### src/hw/rtl/idxheap_pkg.sv
// Shared types and codes of the indexed min-heap queue.
// Used by the controller, the datapath and the top level; no dependencies.
package idxheap_pkg;

    localparam int NODE_COUNT = 1024;
    localparam int KEY_WIDTH  = 32;

    localparam int CMD_W = 2;
    localparam int ID_W  = 10;
    localparam int PRI_W = 32;
    localparam int STS_W = 2;
    localparam int OCC_W = 11;

    localparam logic [CMD_W-1:0] CMD_PUSH = 2'd0;
    localparam logic [CMD_W-1:0] CMD_POP  = 2'd1;
    localparam logic [CMD_W-1:0] CMD_DEC  = 2'd2;

    localparam logic [STS_W-1:0] STS_OK        = 2'd0;
    localparam logic [STS_W-1:0] STS_EMPTY     = 2'd1;
    localparam logic [STS_W-1:0] STS_PUSH_FAIL = 2'd2;
    localparam logic [STS_W-1:0] STS_NOT_QUEUED = 2'd3;

    typedef enum logic [3:0] {
        OP_NONE,
        OP_CLEAR,
        OP_ACCEPT,
        OP_ERR,
        OP_PUSH_START,
        OP_POP_START,
        OP_DEC_RD,
        OP_DEC_START,
        OP_UP_RD,
        OP_UP_MOVE,
        OP_DN_RD,
        OP_DN_MOVE,
        OP_PLACE,
        OP_OUT
    } t_dp_op;

    typedef struct packed {
        logic [CMD_W-1:0] cmd;
        logic             push_ok;
        logic             nonempty;
        logic             last_one;
        logic             dec_ok;
        logic             dec_lower;
        logic             slot_zero;
        logic             up_go;
        logic             dn_go;
        logic             clr_last;
    } t_dp_status;

endpackage

### src/hw/rtl/idxheap_ctrl.sv
// Controller of the indexed min-heap queue: sequences the clearing pass,
// the command checks and the sift loops. Depends on idxheap_pkg.
module idxheap_ctrl (
    input  logic                    i_clk,
    input  logic                    i_rst_n,
    input  logic                    i_valid,
    output logic                    o_stall,
    output logic                    o_valid,
    input  logic                    i_stall,
    input  idxheap_pkg::t_dp_status i_status_flags,
    output idxheap_pkg::t_dp_op     o_op
);
    import idxheap_pkg::*;

    typedef enum logic [3:0] {
        S_CLEAR,
        S_IDLE,
        S_DECIDE,
        S_DEC_CMP,
        S_UP_RD,
        S_UP_CMP,
        S_DN_RD,
        S_DN_CMP,
        S_FIN
    } t_state;

    t_state r_state;
    t_state n_state;
    logic   r_stall;
    logic   n_stall;
    logic   r_out_valid;
    logic   n_out_valid;

    assign o_stall = r_stall;
    assign o_valid = r_out_valid;

    always_comb begin
        n_state     = r_state;
        n_stall     = r_stall;
        n_out_valid = r_out_valid && i_stall;
        o_op        = OP_NONE;
        unique case (r_state)
            S_CLEAR: begin
                o_op = OP_CLEAR;
                if (i_status_flags.clr_last) begin
                    n_state = S_IDLE;
                    n_stall = 1'b0;
                end
            end
            S_IDLE: begin
                if (i_valid) begin
                    o_op    = OP_ACCEPT;
                    n_state = S_DECIDE;
                    n_stall = 1'b1;
                end
            end
            S_DECIDE: begin
                n_state = S_FIN;
                o_op    = OP_ERR;
                case (i_status_flags.cmd)
                    CMD_PUSH: begin
                        if (i_status_flags.push_ok) begin
                            o_op    = OP_PUSH_START;
                            n_state = S_UP_RD;
                        end
                    end
                    CMD_POP: begin
                        if (i_status_flags.nonempty) begin
                            o_op    = OP_POP_START;
                            n_state = i_status_flags.last_one ? S_FIN : S_DN_RD;
                        end
                    end
                    CMD_DEC: begin
                        if (i_status_flags.dec_ok) begin
                            o_op    = OP_DEC_RD;
                            n_state = S_DEC_CMP;
                        end
                    end
                    default: ;
                endcase
            end
            S_DEC_CMP: begin
                if (i_status_flags.dec_lower) begin
                    o_op    = OP_DEC_START;
                    n_state = S_UP_RD;
                end else begin
                    n_state = S_FIN;
                end
            end
            S_UP_RD: begin
                if (i_status_flags.slot_zero) begin
                    o_op    = OP_PLACE;
                    n_state = S_FIN;
                end else begin
                    o_op    = OP_UP_RD;
                    n_state = S_UP_CMP;
                end
            end
            S_UP_CMP: begin
                if (i_status_flags.up_go) begin
                    o_op    = OP_UP_MOVE;
                    n_state = S_UP_RD;
                end else begin
                    o_op    = OP_PLACE;
                    n_state = S_FIN;
                end
            end
            S_DN_RD: begin
                o_op    = OP_DN_RD;
                n_state = S_DN_CMP;
            end
            S_DN_CMP: begin
                if (i_status_flags.dn_go) begin
                    o_op    = OP_DN_MOVE;
                    n_state = S_DN_RD;
                end else begin
                    o_op    = OP_PLACE;
                    n_state = S_FIN;
                end
            end
            S_FIN: begin
                if (!r_out_valid || !i_stall) begin
                    o_op        = OP_OUT;
                    n_state     = S_IDLE;
                    n_stall     = 1'b0;
                    n_out_valid = 1'b1;
                end
            end
            default: n_state = S_IDLE;
        endcase
    end

    always_ff @(posedge i_clk) begin
        if (!i_rst_n) begin
            r_state     <= S_CLEAR;
            r_stall     <= 1'b1;
            r_out_valid <= 1'b0;
        end else begin
            r_state     <= n_state;
            r_stall     <= n_stall;
            r_out_valid <= n_out_valid;
        end
    end

endmodule

### config.mk
export PLATFORM = sky130hd
export DESIGN_NAME = idxheap_ctrl
export DESIGN_NICKNAME = d
export VERILOG_FILES = /design/src/hw/rtl/idxheap_pkg.sv /design/src/hw/rtl/idxheap_ctrl.sv
export SDC_FILE = /design/constraint.sdc
export NUM_CORES = 1
export LEC_CHECK = 0
export BUFFER_PORTS_ARGS = -buffer_cell sky130_fd_sc_hd__buf_2
export CORE_MARGIN = 3
export CORE_UTILIZATION = 43
export DETAILED_ROUTE_END_ITERATION = 16
export GPL_TIMING_DRIVEN = 0
export HOLD_SLACK_MARGIN = 0.12
export MAX_ROUTING_LAYER = met4
export PLACE_DENSITY = 0.72
export SYNTH_ARGS = -nofsm -noshare
export SYNTH_HDL_FRONTEND = slang
export SYNTH_SLANG_ARGS = --single-unit
### constraint.sdc
create_clock -name i_clk -period 1.44 [get_ports i_clk]
set_input_delay 0.072 -clock i_clk [delete_from_list [all_inputs] [get_ports i_clk]]
set_output_delay 0.072 -clock i_clk [all_outputs]
set_load 0.01 [all_outputs]
# Word level (Yosys, flattened, before mapping)
# Cells that the tools add are included.
[word_totals]
reg_bits = 6
latchBits = 0
ramBits = 0
rom_bits = 0
inputBits = 15
output_inout_bits = 6
wordCells = 55
memories = 0
[classes]
add_sub_neg = 0
mul = 0
n_div = 0
magnitude_cmp = 0
n_eq_ne = 13
shift = 0
muxes = 30
bitwise = 0
reduce_logical = 9
[ops]
columns = ["op", "n"]
rows = [
  ["case mux 4 bit (9 select lines)", 2],
  ["2-to-1 mux 4 bit", 12],
  ["2-to-1 mux 3 bit", 7],
  ["equality test 4 x 3 -> 1 bit (second input constant)", 4],
  ["case mux 4 bit (3 select lines)", 1],
  ["case mux 3 bit (3 select lines)", 1],
  ["equality test 4 x 2 -> 1 bit (second input constant)", 2],
  ["!= test 2 bit (second input constant)", 3],
  ["2-to-1 mux 1 bit", 5],
  ["equality test 4 x 1 -> 1 bit (second input constant)", 1],
  ["equality test 4 bit (second input constant)", 1],
  ["zero test 4 bit", 1],
  ["AND reduction 4 bit", 1],
  ["case mux 1 bit (3 select lines)", 1],
  ["AND reduction 3 bit", 1],
  ["nonzero test 3 bit", 1],
  ["equality test 2 x 1 -> 1 bit (second input constant)", 1],
  ["equality test 2 bit (second input constant)", 1],
  ["zero test 1 bit", 2],
  ["zero test 2 bit", 1],
  ["2-to-1 mux 2 bit", 1],
  ["logical AND 1 bit", 1],
  ["logical OR 1 bit", 1],
]

# Logic depth before layout (Yosys ltp)
[logic_depth]
word_depth = 4
depth_mapped = 6
mapped_depth_nobuf = 4

# Worst setup path after synthesis
# OpenSTA, ideal clock, no wires.
[synth_timing]
path_type = "flip-flop to flip-flop"
startpoint = "register r_state[2]"
endpoint = "register r_state[3]"
setup_ns = 0.066
arrival_time_ns = 1.426
required_ns = 1.374
setup_slack_ns = -0.051
path_stages_with_launch = 5
path_buffers = 1
synth_period_minus_slack_ns = 1.491
path_cell_list = "dfxtp_1 > or4b_1 > buf_2 > o32a_1 > a21boi_2"
[synth_between]
elab_chain_cells = 3
elab_cells_between_ends = 14
classes_between = "eq/ne: 11; mux: 1; reduce/logical: 2"
[synth_rtl]
columns = ["item", "line", "source"]
rows = [
  ["start, declared", "idxheap_ctrl.sv:27", "t_state r_state;"],
  ["start signal, assigned", "idxheap_ctrl.sv:139", "r_state <= n_state;"],
  ["equality test 4 bit, or another cell as far along", "idxheap_ctrl.sv:42", "unique case (r_state)"],
  ["!= test 2 bit (no source line)", "--", ""],
  ["AND reduction 3 bit (no source line)", "--", ""],
]
# Several ways; a longest one is shown, not always the timed one.
# A chain may end at the register's enable or synchronous reset.

# Final worst setup path
[layout_timing]
startpoint = "register r_state[1]"
endpoint = "output o_op[0]"
[layout_between]
elab_chain_cells = 2
elab_cells_between_ends = 10
classes_between = "eq/ne: 8; mux: 1; reduce/logical: 1"
[layout_rtl]
columns = ["item", "line", "source"]
rows = [
  ["equality test 4 bit, or another cell as far along", "idxheap_ctrl.sv:42", ""],
  ["case mux 4 bit (9 select lines) (*)", "idxheap_ctrl.sv:42", ""],
  ["end, declared", "idxheap_ctrl.sv:11", "output idxheap_pkg::t_dp_op o_op"],
]
# Mark *: on every way between the ends. The rest lies on a longest branch, timed or not.

==> results.ini <==
[sta]
clock-skew-final_ns = 0.00335
rsz0062_at_grt = true
timing.final.max_slew_violations = 0
finalHoldViolations = 0
worstMarginPinSlew_ns = 0.384
slew-limit-headroom_pct = 74.3
finalHoldWorstSlack_ns = 0.134
max_clock_freq_mhz = 610
final.setup.tns_ns = -0.634
postLayoutSetupSlackWorst_ns = -0.199
final-setup-viol-count = 5
min_period_over_period_pct = 114
post-route-min-period_ns = 1.64

[clock_tree]
cts.htree.levels = 1
cts_inserted_buffers = 3
ctsRootBufferMaster = clkbuf_4
clkSinkCount = 6
clk_path_buf_depth = 2
clock_tree_from_tritoncts = built
clkSlewWorstSetupHoldPaths_ns = 0.05
later_pin_clock_latency_in_the_skew_report_ns = 0.26

[global_routing]
grt_pass1_vias = 673
grt_pass1_wl_um = 2970
grt_overflow_total = 0
grt.total_usage_pct = 21.5
antenna_found_initial = 0
largest_net_degree_at_the_start_of_global_routing = 11

[synthesis]
ys_types = 40
synth_top_area_share_pct = 19.9
net_count_of_the_mapped_netlist = 100
number_of_synthesized_register_bits = 6
ys.flop_type = dfxtp_1
number_of_enable_flip_flop_cells_after_synthesis = 0
async_reset_ff_share_pct = 0
netlist_top_cells_area = dfxtp_1, a21oi_1, nand2_1
ys_warn_count = 0
synth_seq_area_share_pct = 19.9
syn_inst = 85
avgSynthCellArea_um2 = 7.11
biggest_area_consumer_among_synthesized_cells = dfxtp_1
mappedNetlistArea_um2 = 604

[cells_and_area]
syn_to_final_growth_pct = 36.9
antenna_cells_inserted = 0
postLayoutCoreUtil_pct = 68.0
mostFrequentLayoutCells = buf_2, nand2_1, a21oi_1
post_route_cells_drive_above_1_share_pct = 38.2
nNetsFinal = 127
layout.cells.most_common = buf_2

[placement]
dpl_worst_slack_ns = -0.193
place.port_buffers = 19
dp.final_hpwl_um = 1310
place_congestion = 0.850

[pwr]
leakagePower_nw = 0.366
ir_worst_vdd_mv = 0.418
p_total_w = 0.000587
p_per_area_mw_per_mm2 = 710

[run_status]
status = finished, violations left
violated_checks = negative setup slack

[die]
die_width_um = 43.5
fp.dieH_um = 43.5
fp.dieArea_mm2 = 0.00189
floorplan.initialDensity_pct = 49.7
core_area_mm2 = 0.00122
ios = 21
num_rows = 12

[setup_path]
endpoint_kind = output port
cp-start-kind = flip-flop
worstPathRequired_ns = 1.37
timing.critical_path.fanout_max = 7
timing_worst_setup_path_type = flip-flop to output port
timing.critical_path.arrival_ns = 1.57

[route]
average_wire_length_per_cell_after_detail_routing_um = 15.2
num_vias = 789
drtPass1Iterations = 4
finalWirelength_um = 1890
first_iter_violations = 34
drt-vias-per-instance = 6.36
detail_route.drc_violations = 0
drt.antenna.violating_nets = 0

[job]
max-cap-violations = 0

[hold_path]
hp-class = input pin to flip-flop

## metrics by stage
step	std cells	instance area, um2
global route	124	827
global placement	118	724
CTS	124	807
detailed placement	118	724
floorplan	85	612
finish	124	827
## Yosys cell counts, drive strengths merged, types with 2 or more instances
cell    instances
inv             5
o21ai           4
or3             2
nand3b          2
a21boi          2
clkbuf          4
nand2           7
nand2b          4
nor2            4
o32a            2
nor2b           3
buf             3
dfxtp           6
o211ai          3
mux2i           2
a31oi           4
a21oi           7
## layer usage
| metal | up-vias | part of all wire, % | track usage (%) |
|---|---|---|---|
| li1 | 370 | - | - |
| met1 | 359 | 38 | 23.8 |
| met2 | 54 | 49 | 34.8 |
| met3 | 6 | 11 | 7.05 |
| met4 | 0 | 1.8 | 9.64 |
| met5 | - | 0 | - |
## logic make-up (layout without fill, tap and decap cells)
group,count (synthesis),after routing,share of synthesized area [%]
AOI/OAI and AO/OA,30,30,34.2
buffers and inverters,12,37,8.07
muxes,2,2,3.31
DFF,6,6,19.9
and+or+nand+nor,35,35,34.6
## report_power, final
| group | internal [W] | switching, W |
|---|---|---|
| clock network | 0.0000952 | 0.0000740 |
| logic | 0.000113 | 0.000120 |
| registers | 0.000176 | 0.00000982 |
| total | 0.000384 | 0.000204 |
## critical path, stage by stage (launching register included)
cell and delay (ns):
dfxtp_4 0.36, nor2_1 0.11, and2_1 0.19, or4_1 0.50, buf_2 0.15
## registers in the layout, indices dropped and copies added (netlist names)
| name | flops |
|---|---|
| r_state | 4 |
| o_stall | 1 |
| o_valid | 1 |
## repair_timing
action	CTS	global route
hold buffers	1	0
pin swaps	6	4
resized for setup	14	8
endpoints found under the setup margin	8	7
setup buffers	3	0
endpoints found under the hold margin	3	0
## final timing paths
check                     startpoint                      end  slack (ns)  cells after the start
max          r_state[1]$_SDFFE_PN0P_                  o_op[0]       -0.20                      4
min reg2reg     o_stall$_SDFFE_PN1P_     o_stall$_SDFFE_PN1P_        0.50                      2
min                          i_stall       o_valid$_SDFF_PN0_        0.13                      3
max reg2reg  r_state[2]$_SDFFE_PN0P_  r_state[3]$_SDFFE_PN0P_       -0.07                      3
## final cells by class
| class | instances | area (um2) |
|---|---|---|
| Fill cell | 112 | 389 |
| Multi-Input combinational cell | 67 | 465 |
| Timing Repair Buffer | 23 | 131 |
| Sequential cell | 6 | 129 |
| Tap cell | 14 | 17.5 |
| Inverter | 5 | 18.8 |
| Clock buffer | 3 | 22.5 |
| Buffer | 6 | 42.5 |
Note: power is estimated with default switching activity, not from simulation.
